`src/drbm_pkg.sv`:
```
// ----------------------------------------------------------------------------
// drbm_pkg
// Shared types, widths and helpers for the decaying byte rate meter.
// ----------------------------------------------------------------------------
package drbm_pkg;

   // field widths
   localparam int KIND_W  = 2;
   localparam int COUNT_W = 32;
   localparam int TIME_W  = 48;
   localparam int RATE_W  = 31;

   // microseconds per second and the product width count * scale
   localparam int SCALE_W = 20;
   localparam logic [SCALE_W-1:0] US_PER_SEC = SCALE_W'(1000000);
   localparam int PROD_W  = COUNT_W + SCALE_W;

   // rate lanes: audio, video, total
   localparam int RATE_LANES = 3;
   localparam int LANE_AUDIO = 0;
   localparam int LANE_VIDEO = 1;
   localparam int LANE_TOTAL = 2;

   // default depth of the queue between front and back
   localparam int QUEUE_DEPTH = 4;

   // request kinds
   typedef enum logic [KIND_W-1:0] {
      KIND_AUDIO   = 2'd0,
      KIND_VIDEO   = 2'd1,
      KIND_QUERY   = 2'd2,
      KIND_RESTART = 2'd3
   } kind_type;

   // classified word held in the queue
   typedef struct packed {
      kind_type            kind;
      logic [TIME_W-1:0]   operand;
   } entry_type;

   // clamp a quotient to the largest reportable rate
   function automatic logic [RATE_W-1:0] sat_rate(input logic [PROD_W-1:0] quo);
      logic [RATE_W-1:0] res;
      if (quo[PROD_W-1:RATE_W] != '0) begin
         res = '1;
      end else begin
         res = quo[RATE_W-1:0];
      end
      return res;
   endfunction

endpackage

```
`src/decaying_byte_rate_meter_top.sv`:
```
// ----------------------------------------------------------------------------
// decaying_byte_rate_meter_top
// Audio, video and total byte rate meter over a decaying time window.
// ----------------------------------------------------------------------------
// Usage:
//   req channel: one word per valid/stall handshake. req_type selects audio
//   packet, video packet, rate query or restart; packets use
//   req_packet_bytes, queries and restarts use req_now_us.
//   rsp channel: one word per rate query with audio, video and total bytes
//   per second, each clamped to 2147483647.
//   Words enter a queue of QueueDepth entries; the back end takes one word
//   per cycle while not busy with a query, so packet words sustain one per
//   cycle. A query holds the back end while it takes the word, steps the
//   three lanes through the shared 32x20 multiplier, runs the bit-serial
//   divider (load, 52 quotient bits at one bit per lane per cycle, done)
//   and loads the result register. req_stall rises while the queue is full.
//   When rsp_stall holds a result, the back end keeps draining packet words;
//   a following query waits at the result register.
//   Reset clears the window start, both counters, the queue and rsp_valid.
// ----------------------------------------------------------------------------
module decaying_byte_rate_meter_top import drbm_pkg::*; #(
   parameter int QueueDepth = QUEUE_DEPTH
) (
   input  logic                clock,
   input  logic                reset,
   input  logic                req_valid,
   output logic                req_stall,
   input  logic [KIND_W-1:0]   req_type,
   input  logic [COUNT_W-1:0]  req_packet_bytes,
   input  logic [TIME_W-1:0]   req_now_us,
   output logic                rsp_valid,
   input  logic                rsp_stall,
   output logic [RATE_W-1:0]   rsp_audio_rate,
   output logic [RATE_W-1:0]   rsp_video_rate,
   output logic [RATE_W-1:0]   rsp_total_rate
);

   logic       queue_full;
   logic       queue_empty;
   logic       push;
   logic       pop;
   entry_type  push_entry;
   entry_type  head;

   // front: accept and classify
   drbm_front u_front (
      .reset            (reset),
      .req_valid        (req_valid),
      .req_stall        (req_stall),
      .req_type         (req_type),
      .req_packet_bytes (req_packet_bytes),
      .req_now_us       (req_now_us),
      .queue_full       (queue_full),
      .push             (push),
      .push_entry       (push_entry)
   );

   // decoupling queue
   drbm_queue #(
      .Depth (QueueDepth)
   ) u_queue (
      .clock      (clock),
      .reset      (reset),
      .push       (push),
      .push_entry (push_entry),
      .pop        (pop),
      .head       (head),
      .empty      (queue_empty),
      .full       (queue_full)
   );

   // back: execute
   drbm_back u_back (
      .clock          (clock),
      .reset          (reset),
      .head           (head),
      .empty          (queue_empty),
      .pop            (pop),
      .rsp_valid      (rsp_valid),
      .rsp_stall      (rsp_stall),
      .rsp_audio_rate (rsp_audio_rate),
      .rsp_video_rate (rsp_video_rate),
      .rsp_total_rate (rsp_total_rate)
   );

endmodule

```
`src/drbm_front.sv`:
```
// ----------------------------------------------------------------------------
// drbm_front
// Accepts request words and classifies them into queue entries.
// ----------------------------------------------------------------------------
module drbm_front import drbm_pkg::*; (
   input  logic                reset,
   input  logic                req_valid,
   output logic                req_stall,
   input  logic [KIND_W-1:0]   req_type,
   input  logic [COUNT_W-1:0]  req_packet_bytes,
   input  logic [TIME_W-1:0]   req_now_us,
   input  logic                queue_full,
   output logic                push,
   output entry_type           push_entry
);

   kind_type kind;

   assign kind      = kind_type'(req_type);
   assign req_stall = queue_full;
   assign push      = req_valid && !queue_full && !reset;

   // packets carry their byte count, queries and restarts the time
   always_comb begin
      push_entry.kind = kind;
      unique case (kind) inside
         KIND_AUDIO, KIND_VIDEO: push_entry.operand = TIME_W'(req_packet_bytes);
         KIND_QUERY, KIND_RESTART: push_entry.operand = req_now_us;
         default: push_entry.operand = req_now_us;
      endcase
   end

endmodule

```
`src/drbm_queue.sv`:
```
// ----------------------------------------------------------------------------
// drbm_queue
// Short first-in first-out queue between front and back.
// ----------------------------------------------------------------------------
module drbm_queue import drbm_pkg::*; #(
   parameter int Depth = QUEUE_DEPTH
) (
   input  logic       clock,
   input  logic       reset,
   input  logic       push,
   input  entry_type  push_entry,
   input  logic       pop,
   output entry_type  head,
   output logic       empty,
   output logic       full
);

   localparam int PTR_W = (Depth > 1) ? $clog2(Depth) : 1;
   localparam int CNT_W = $clog2(Depth + 1);

   entry_type          slot_ff [Depth];
   logic [PTR_W-1:0]   wr_ptr_ff, wr_ptr_in;
   logic [PTR_W-1:0]   rd_ptr_ff, rd_ptr_in;
   logic [CNT_W-1:0]   count_ff, count_in;

   assign empty = (count_ff == '0);
   assign full  = (count_ff == CNT_W'(Depth));
   assign head  = slot_ff[rd_ptr_ff];

   // pointer and fill count update
   always_comb begin
      wr_ptr_in = wr_ptr_ff;
      rd_ptr_in = rd_ptr_ff;
      count_in  = count_ff;
      if (push) begin
         wr_ptr_in = (wr_ptr_ff == PTR_W'(Depth - 1)) ? '0 : wr_ptr_ff + 1'b1;
      end
      if (pop) begin
         rd_ptr_in = (rd_ptr_ff == PTR_W'(Depth - 1)) ? '0 : rd_ptr_ff + 1'b1;
      end
      if (push && !pop) begin
         count_in = count_ff + 1'b1;
      end else if (pop && !push) begin
         count_in = count_ff - 1'b1;
      end
   end

   always_ff @(posedge clock) begin
      if (reset) begin
         wr_ptr_ff <= '0;
         rd_ptr_ff <= '0;
         count_ff  <= '0;
      end else begin
         wr_ptr_ff <= wr_ptr_in;
         rd_ptr_ff <= rd_ptr_in;
         count_ff  <= count_in;
      end
   end

   // storage
   always_ff @(posedge clock) begin
      if (push) begin
         slot_ff[wr_ptr_ff] <= push_entry;
      end
   end

endmodule

```
`src/drbm_div.sv`:
```
// ----------------------------------------------------------------------------
// drbm_div
// Three-lane restoring divider, one quotient bit per lane per cycle.
// ----------------------------------------------------------------------------
module drbm_div import drbm_pkg::*; (
   input  logic                clock,
   input  logic                reset,
   input  logic                start,
   input  logic [PROD_W-1:0]   dividend [RATE_LANES],
   input  logic [TIME_W-1:0]   divisor,
   output logic                done,
   output logic [RATE_W-1:0]   quotient [RATE_LANES]
);

   localparam int STEP_W = $clog2(PROD_W);

   logic [PROD_W-1:0]  quo_ff [RATE_LANES];
   logic [PROD_W-1:0]  quo_in [RATE_LANES];
   logic [TIME_W-1:0]  rem_ff [RATE_LANES];
   logic [TIME_W-1:0]  rem_in [RATE_LANES];
   logic [TIME_W-1:0]  divisor_ff;
   logic [STEP_W-1:0]  step_ff;
   logic               busy_ff;
   logic               done_ff;

   // one restoring step per lane: shift in the next dividend bit, try subtract
   always_comb begin
      logic [TIME_W:0] rem_sh;
      logic [TIME_W:0] diff;
      for (int i = 0; i < RATE_LANES; i++) begin
         rem_sh    = {rem_ff[i], quo_ff[i][PROD_W-1]};
         diff      = rem_sh - {1'b0, divisor_ff};
         if (rem_sh >= {1'b0, divisor_ff}) begin
            rem_in[i] = diff[TIME_W-1:0];
            quo_in[i] = {quo_ff[i][PROD_W-2:0], 1'b1};
         end else begin
            rem_in[i] = rem_sh[TIME_W-1:0];
            quo_in[i] = {quo_ff[i][PROD_W-2:0], 1'b0};
         end
      end
   end

   // sequencing
   always_ff @(posedge clock) begin
      if (reset) begin
         busy_ff <= 1'b0;
         done_ff <= 1'b0;
         step_ff <= '0;
      end else begin
         done_ff <= 1'b0;
         if (start) begin
            busy_ff <= 1'b1;
            step_ff <= '0;
         end else if (busy_ff) begin
            step_ff <= step_ff + 1'b1;
            if (step_ff == STEP_W'(PROD_W - 1)) begin
               busy_ff <= 1'b0;
               done_ff <= 1'b1;
            end
         end
      end
   end

   // lane datapath
   always_ff @(posedge clock) begin
      if (start) begin
         divisor_ff <= divisor;
         for (int i = 0; i < RATE_LANES; i++) begin
            quo_ff[i] <= dividend[i];
            rem_ff[i] <= '0;
         end
      end else if (busy_ff) begin
         for (int i = 0; i < RATE_LANES; i++) begin
            quo_ff[i] <= quo_in[i];
            rem_ff[i] <= rem_in[i];
         end
      end
   end

   assign done = done_ff;

   // saturated rates
   always_comb begin
      for (int i = 0; i < RATE_LANES; i++) begin
         quotient[i] = sat_rate(quo_ff[i]);
      end
   end

endmodule

```
`src/drbm_back.sv`:
```
// ----------------------------------------------------------------------------
// drbm_back
// Executes queued words: counter updates, restarts and rate queries.
// ----------------------------------------------------------------------------
module drbm_back import drbm_pkg::*; (
   input  logic                clock,
   input  logic                reset,
   input  entry_type           head,
   input  logic                empty,
   output logic                pop,
   output logic                rsp_valid,
   input  logic                rsp_stall,
   output logic [RATE_W-1:0]   rsp_audio_rate,
   output logic [RATE_W-1:0]   rsp_video_rate,
   output logic [RATE_W-1:0]   rsp_total_rate
);

   localparam int MUL_W = $clog2(RATE_LANES);

   typedef enum logic [3:0] {
      ST_RUN  = 4'b0001,
      ST_MUL  = 4'b0010,
      ST_DIV  = 4'b0100,
      ST_DONE = 4'b1000
   } state_type;

   state_type           state_ff, state_in;
   logic [TIME_W-1:0]   start_ff, start_in;
   logic [COUNT_W-1:0]  audio_ff, audio_in;
   logic [COUNT_W-1:0]  video_ff, video_in;
   logic [TIME_W-1:0]   elapsed_ff, elapsed_in;
   logic [COUNT_W-1:0]  cnt_ff [RATE_LANES];
   logic [COUNT_W-1:0]  cnt_in [RATE_LANES];
   logic [PROD_W-1:0]   prod_ff [RATE_LANES];
   logic [MUL_W-1:0]    mul_idx_ff, mul_idx_in;
   logic                div_start_ff, div_start_in;
   logic                rsp_valid_ff, rsp_valid_in;
   logic                rsp_load;
   logic                mul_step;
   logic [PROD_W-1:0]   mul_prod;
   logic                div_done;
   logic [RATE_W-1:0]   div_quo [RATE_LANES];
   logic [RATE_W-1:0]   audio_rate_ff, video_rate_ff, total_rate_ff;

   assign pop      = (state_ff == ST_RUN) && !empty;
   assign mul_step = (state_ff == ST_MUL);
   assign rsp_load = (state_ff == ST_DONE) && (!rsp_valid_ff || !rsp_stall);

   // one product per cycle in ST_MUL, lanes shift through the multiplier
   assign mul_prod = PROD_W'(cnt_ff[0]) * PROD_W'(US_PER_SEC);

   // sequencer
   always_comb begin
      state_in     = state_ff;
      start_in     = start_ff;
      audio_in     = audio_ff;
      video_in     = video_ff;
      elapsed_in   = elapsed_ff;
      mul_idx_in   = mul_idx_ff;
      div_start_in = 1'b0;
      for (int i = 0; i < RATE_LANES; i++) begin
         cnt_in[i] = cnt_ff[i];
      end
      rsp_valid_in = rsp_valid_ff && rsp_stall;

      unique case (state_ff)
         ST_RUN: begin
            if (!empty) begin
               unique case (head.kind)
                  KIND_AUDIO: audio_in = audio_ff + head.operand[COUNT_W-1:0];
                  KIND_VIDEO: video_in = video_ff + head.operand[COUNT_W-1:0];
                  KIND_RESTART: begin
                     start_in = head.operand;
                     audio_in = '0;
                     video_in = '0;
                  end
                  KIND_QUERY: begin
                     elapsed_in = (head.operand > start_ff) ?
                                  head.operand - start_ff : TIME_W'(1);
                     cnt_in[LANE_AUDIO] = audio_ff;
                     cnt_in[LANE_VIDEO] = video_ff;
                     cnt_in[LANE_TOTAL] = audio_ff + video_ff;
                     audio_in   = audio_ff >> 1;
                     video_in   = video_ff >> 1;
                     mul_idx_in = '0;
                     state_in   = ST_MUL;
                  end
                  default: ;
               endcase
            end
         end
         ST_MUL: begin
            // window start moves by half the elapsed time
            if (mul_idx_ff == '0) begin
               start_in = start_ff + (elapsed_ff >> 1);
            end
            for (int i = 0; i < RATE_LANES - 1; i++) begin
               cnt_in[i] = cnt_ff[i+1];
            end
            mul_idx_in = mul_idx_ff + 1'b1;
            if (mul_idx_ff == MUL_W'(RATE_LANES - 1)) begin
               div_start_in = 1'b1;
               state_in     = ST_DIV;
            end
         end
         ST_DIV: begin
            if (div_done) begin
               state_in = ST_DONE;
            end
         end
         ST_DONE: begin
            if (rsp_load) begin
               rsp_valid_in = 1'b1;
               state_in     = ST_RUN;
            end
         end
         default: state_in = ST_RUN;
      endcase
   end

   always_ff @(posedge clock) begin
      if (reset) begin
         state_ff     <= ST_RUN;
         start_ff     <= '0;
         audio_ff     <= '0;
         video_ff     <= '0;
         mul_idx_ff   <= '0;
         div_start_ff <= 1'b0;
         rsp_valid_ff <= 1'b0;
      end else begin
         state_ff     <= state_in;
         start_ff     <= start_in;
         audio_ff     <= audio_in;
         video_ff     <= video_in;
         mul_idx_ff   <= mul_idx_in;
         div_start_ff <= div_start_in;
         rsp_valid_ff <= rsp_valid_in;
      end
   end

   // query datapath
   always_ff @(posedge clock) begin
      elapsed_ff <= elapsed_in;
      for (int i = 0; i < RATE_LANES; i++) begin
         cnt_ff[i] <= cnt_in[i];
      end
      if (mul_step) begin
         for (int i = 0; i < RATE_LANES - 1; i++) begin
            prod_ff[i] <= prod_ff[i+1];
         end
         prod_ff[RATE_LANES-1] <= mul_prod;
      end
   end

   drbm_div u_div (
      .clock    (clock),
      .reset    (reset),
      .start    (div_start_ff),
      .dividend (prod_ff),
      .divisor  (elapsed_ff),
      .done     (div_done),
      .quotient (div_quo)
   );

   // result register
   always_ff @(posedge clock) begin
      if (rsp_load) begin
         audio_rate_ff <= div_quo[LANE_AUDIO];
         video_rate_ff <= div_quo[LANE_VIDEO];
         total_rate_ff <= div_quo[LANE_TOTAL];
      end
   end

   assign rsp_valid      = rsp_valid_ff;
   assign rsp_audio_rate = audio_rate_ff;
   assign rsp_video_rate = video_rate_ff;
   assign rsp_total_rate = total_rate_ff;

endmodule

```
`config.mk`:
```
export PLATFORM = sky130hd
export DESIGN_NAME = decaying_byte_rate_meter_top
export DESIGN_NICKNAME = d
export VERILOG_FILES = /design/src/drbm_pkg.sv /design/src/decaying_byte_rate_meter_top.sv /design/src/drbm_front.sv /design/src/drbm_queue.sv /design/src/drbm_div.sv /design/src/drbm_back.sv
export SDC_FILE = /design/constraint.sdc
export NUM_CORES = 2
export LEC_CHECK = 0
export BUFFER_PORTS_ARGS = -buffer_cell sky130_fd_sc_hd__buf_4
export CAP_MARGIN = 40
export CORE_MARGIN = 2
export CORE_UTILIZATION = 55
export CTS_BUF_LIST = sky130_fd_sc_hd__clkbuf_8
export DETAILED_ROUTE_END_ITERATION = 6
export PLACE_DENSITY = 0.83
export SLEW_MARGIN = 5
export SYNTH_ARGS = -nofsm -noshare
export SYNTH_HDL_FRONTEND = slang
export SYNTH_SLANG_ARGS = --single-unit
export TNS_END_PERCENT = 5
```
`constraint.sdc`:
```
create_clock -name clock -period 7.2 [get_ports clock]
set_input_delay 1.08 -clock clock [delete_from_list [all_inputs] [get_ports clock]]
set_output_delay 1.08 -clock clock [all_outputs]
set_load 0.05 [all_outputs]
```
# Word level (Yosys, flattened, before mapping)
# Memory sizes are Yosys's and may differ from the RTL's. A register that Yosys moved wholly into a read port is not among the register bits.
# Index checks and enable logic that the tools add are counted.
[word_totals] ff_bits=462 mem_bits_rw=596 inputBits=86 output_inout_bits=95 wordCells=161 n_memories=4
[mem_list] memory="u_queue.slot_ff" words=4 width=50 rd=1 rd_ports_with_merged_regs=1 wr=1 line="drbm_queue.sv:21" text="entry_type slot_ff [Depth];"
[mem_list] memory="u_back.u_div.quo_ff" words=3 width=52 rd=3 rd_ports_with_merged_regs=0 wr=3 line="drbm_div.sv:17" text="logic [PROD_W-1:0] quo_ff [RATE_LANES];"
[mem_list] memory="u_back.u_div.rem_ff" words=3 width=48 rd=3 rd_ports_with_merged_regs=0 wr=3 line="drbm_div.sv:19" text="logic [TIME_W-1:0] rem_ff [RATE_LANES];"
[mem_list] memory="u_back.cnt_ff" words=3 width=32 rd=3 rd_ports_with_merged_regs=0 wr=3 line="drbm_back.sv:32" text="logic [COUNT_W-1:0] cnt_ff [RATE_LANES];"
[op_classes] n_addsub=14 n_mul=1 n_lt_le_gt_ge=4 n_eq_ne=20 n_mux=52 n_bitwise=9 n_reduce_logical=36
[op_table] op="$mux W48" count=10
[op_table] op="$mux W96" count=2
[op_table] op="$pmux W32 S3" count=2
[op_table] op="$sub A48 B48 Y48" count=4
[op_table] op="$mux W52" count=3
[op_table] op="$ge A49 B48 Y1" count=3
[op_table] op="$pmux W64 S2" count=1
[op_table] op="$add A32 B32 Y32" count=3
[op_table] op="$pmux W48 S2" count=1
[op_table] op="$reduce_bool A21 Y1" count=3
[op_table] op="$add A48 B47 Y48" count=1
[op_table] op="$gt A48 B48 Y1" count=1
[op_table] op="$mul A32 B14 Y46 const B" count=1
[op_table] op="$mux W32" count=1
[op_table] op="$mux W4" count=5
[op_table] op="$mux W1" count=17
[op_table] op="$pmux W4 S4" count=1
[op_table] op="$mux W2" count=6
[op_table] op="$ne A2 B2 Y1 const B" count=6
[op_table] op="$reduce_and A3 Y1" count=4
[op_table] op="$eq A2 B2 Y1 const B" count=5
[op_table] op="$logic_and A1 B1 Y1" count=7
[op_table] op="$logic_not A1 Y1" count=7
[op_table] op="$add A2 B1 Y2 const B" count=3
[op_table] op="other kinds (24)" count=39

# Longest topological paths before layout
[depth] depth_word=8 depth_mapped=22

# By module
# From an unflattened synthesis, not the netlist that was laid out.
[unflattened] cells_unflattened=6305 area_unflattened_um2=66322.4
[by_module_without_submodules] mod="drbm_back" n_inst=1 cells_per_inst=3318 area_each_um2=34023.9 seq_area_each_um2=13663.1
[by_module_without_submodules] mod="drbm_div" n_inst=1 cells_per_inst=2624 area_each_um2=24038.1 seq_area_each_um2=10610.2
[by_module_without_submodules] mod="drbm_queue" n_inst=1 cells_per_inst=306 area_each_um2=7712.4 seq_area_each_um2=6185.9
[by_module_without_submodules] mod="drbm_front" n_inst=1 cells_per_inst=57 area_each_um2=548.0 seq_area_each_um2=0.0

# Worst setup path after synthesis
# No wires, ideal clock.
[synth_path] kind="register -> register" start="mem u_back.cnt_ff[0][10]" end="reg u_back.prod_ff[45] (netlist name) (data pin)" setup_ns=0.158 t_arrival_ns=5.959 t_required_ns=7.042 slack_ns=1.083 path_stages_with_launch=22 n_path_buf=0 cell_sequence="edfxtp_1 inv_1 fa_1 inv_1 fa_1 fa_1 fa_1 ha_1 inv_1 fa_1 inv_1 ha_1 a21o_1 a21o_1 a21o_1 a221o_1 a21oi_1 a21bo_2 a211oi_2 o21ai_2 or4b_1 o211ai_1"
[synth_lines] element="from (decl)" line="drbm_back.sv:32"
[synth_lines] element="to (signal, indexed assignment)" line="drbm_back.sv:149" text="prod_ff[i] <= prod_ff[i+1];"
[synth_lines] element="to (signal, indexed assignment)" line="drbm_back.sv:151" text="prod_ff[RATE_LANES-1] <= mul_prod;"
[synth_lines] element="to (decl)" line="drbm_back.sv:34" text="logic [PROD_W-1:0] prod_ff [RATE_LANES];"

==> flow_summary.toml <==
[status]
status = "finished, final reports clean"

[sta]
final_hold_viol_count = 0
slew_violations = 0
holdWs_ns = 0.381
worst_pin_slew_ns = 0.929
timing.final.crit_period_ns = 6.81
finClkSkew_ns = 0.0494
setup_viol = 0
fmax_mhz = 147
tns_ns = 0
rsz0062_at_grt = "false"
timing.final.ws_setup_ns = 0.392
finalCritPeriodShare_pct = 94.6
max_slew_margin_pct = 38.1

[clock_network]
ctsResizeCount = 0
cts_buffers = 174
clockBufferDepth = 3
cts_tree = "built"
clk_pin_slew_worst_paths_ns = 0.06
ctsHoldBuffers = 0
clockRootBuffer = "clkbuf_8"
htree_levels = 4
cts_setup_buffers = 0
clk_latency_ns = 0.94
cts.sinks = 1060

[detailed_routing]
wire_per_inst_um = 19.8
vias_per_cell = 6.02
drt.antenna.violating_nets = 0
routed-via-count = 49000
routed_wl_mm = 161
drc = 0
drt_iter0_drc = 4703
first_pass_iters = 6

[critical_path]
crit_type = "reg2reg"
crit_fanout = 7
start_kind = "flip-flop"
crit_start = "u_back.cnt_ff[0][10]"
rr_endpoint = "u_back.prod_ff[45]"
arrival_ns = 7.53
worst_ep_required_time_ns = 7.93
r2r-start = "u_back.cnt_ff[0][10]"
rr_worst_depth = 21
r2r_slack_ns = 0.39
cp-end-kind = "flip-flop"

[die]
start_util_pct = 55.2
ios = 181
dieHeight_um = 350
rows = 127
fp.dieArea_um2 = 123000
core_um2 = 119000
die_x_um = 350

[layout]
drive_gt1_share_pct = 9.73
fillers = 9559
nets = 7104
area_growth_syn_to_layout_pct = 9.80
fin_area_um2 = 72400

[min_path]
whs_endpoint = "u_queue.slot_ff[3][48]"
hold_depth = 1
min_from = "req_type[0]"
hp-class = "in2reg"

[yosys]
synth.distinct_cells = 98
synthFlopType = "edfxtp_1"
yosysWarningCount = 0
synth_edf_count = 923
netlist_area_um2 = 65900
yosysSeqAreaShare_pct = 46.2
ys_ff_latch = 1060
netlist_instances = 6229
synthesis.nets = 6953
async_flop_share_pct = 0
avgSynthCellArea_um2 = 10.6

[placement]
place_ws_ns = 0.479
gp_congestion = 0.958
placedInstanceArea_um2 = 68900
hpwl_mm = 115
portBuffers = 180

[grt]
grt_max_degree = 194
grt.overflow.total = 0
antenna_found_initial = 2
grt_pass1_vias = 46600
grt_pass1_wl_mm = 251
grt_usage_pct = 25.8

[flow_run]
cap_violations = 0
==> metal layers <==
metal	up-vias	wire length [um]	GRT usage [%]	part of all wire, %
met5	-	0	0	0
met2	2023	73300	40.2	45
met1	23500	69900	36.1	43
met3	298	12300	4.18	7.7
met4	0	5620	10.1	3.5
li1	23200	-	-	-
==> synthesized netlist by cell type (all sizes together) (35+ instances only) <==
library cell  instances  area (um2)
clkbuf              198         744
dfxtp               137        2740
ha                  494        6180
inv                 380        1430
a221oi               65         576
edfxtp              923       27700
o21bai               60         450
and3                 53         333
nor2b                47         294
a211oi               92         756
nor3                109         556
xnor2               191        1670
a21o                231        1740
nor2                384        1440
xor2                118        1030
nand2b              136         851
mux2                 35         394
and2                 57         357
o21a                 61         458
o21ai               245        1240
mux2i                55         551
nand4                65         407
nand3                93         465
a21oi               459        2300
a22o                 65         569
a31oi                60         375
buf                  58         313
fa                  144        2880
mux4                 48        1080
nand2               804        3020
==> critical path, stage by stage (launching register included) <==
cell      delay, ns
edfxtp_1       0.48
inv_1          0.21
fa_1           0.54
inv_1          0.05
fa_1           0.50
fa_1           0.52
fa_1           0.49
ha_1           0.32
inv_1          0.06
fa_1           0.51
inv_1          0.05
ha_1           0.38
a21o_1         0.21
a21o_1         0.18
a21o_1         0.19
a221o_1        0.36
a21oi_1        0.19
a21bo_2        0.26
a211oi_2       0.35
o21ai_2        0.15
or4b_1         0.51
o211ai_1       0.11
==> worst max path at each step <==
stage,slack [ns],cells past startpoint,endpoint
final,0.39,21,u_back.prod_ff[45]
after global routing,0.16,21,u_back.prod_ff[45]
after CTS,0.44,21,u_back.prod_ff[45]
after detailed placement,0.48,21,u_back.prod_ff[45]
after global placement,0.65,21,u_back.prod_ff[45]
after floorplan,1.08,21,u_back.prod_ff[45]
==> registers in the layout, summed over array words and instances (netlist names), 3 cells and up, named ones only <==
name,count
u_back.rsp_audio_rate,31
u_back.video_ff,32
u_back.rsp_total_rate,31
u_back.cnt_ff,96
u_back.u_div.divisor_ff,48
u_back.prod_ff,138
u_back.u_div.rem_ff,144
u_back.state_ff,4
u_back.start_ff,48
u_back.u_div.step_ff,6
u_back.audio_ff,32
u_back.elapsed_ff,48
u_queue.slot_ff,200
u_back.rsp_video_rate,31
u_back.u_div.quo_ff,156
u_queue.count_ff,3
==> kinds of logic (layout without fill, tap and decap cells) <==
family                     Yosys count  after routing  share of synthesized area (%)
and+or+nand+nor                   1876           1876                           13.1
AOI/OAI and AO/OA                 1572           1572                           16.0
DFF                               1060           1060                           46.2
adders and majority gates          638            638                           13.7
buffers and inverters              636            936                           3.77
xor gates and xnor gates           309            309                           4.10
muxes                              138            138                           3.07
other                                0              4                              0
==> cell usage in the layout (no fill, tap or decap), types with 17 or more instances in the layout <==
cell type / n
edfxtp_1: 923
nand2_1: 804
ha_1: 494
a21oi_1: 455
inv_1: 446
nor2_1: 382
a21o_1: 230
o21ai_0: 218
buf_4: 218
xnor2_1: 191
clkbuf_8: 184
fa_1: 144
nand2b_1: 135
dfxtp_1: 134
xor2_1: 118
nor3_1: 105
nand3_1: 93
a211oi_1: 79
nand4_1: 65
a22o_1: 65
a221oi_1: 64
o21a_1: 61
a31oi_1: 60
o21bai_1: 60
mux2i_1: 55
and2_1: 53
and3_1: 52
mux4_2: 48
nor2b_1: 46
mux2_2: 35
clkinv_1: 32
o211ai_1: 28
or3_1: 27
nor4_1: 25
o21ai_1: 20
a211o_1: 18
a311oi_1: 17
o31ai_1: 17
==> through the flow <==
stage	util, %	std cells
final	60.6	8145
after global routing	60.6	8145
after CTS	60.6	8141
after detailed placement	57.7	7816
after global placement	57.5	7806
after floorplan	-	6229
==> cell type report <==
type / count / area [um2] / area share (%)
inverters: 380 / 1430 / 1.98
clock buffers: 184 / 2530 / 3.50
repair buffers: 231 / 1890 / 2.61
clock inverters: 141 / 947 / 1.31
multi-input cells: 4533 / 33100 / 45.7
flip-flops and latches: 1060 / 30500 / 42.1
well taps: 1612 / 2020 / 2.79
diodes: 4 / 10.0 / 0.0138
Power is left out: the tool's default activity adds up to more than one toggle a clock period on the data nets, which glitch-free logic cannot reach.
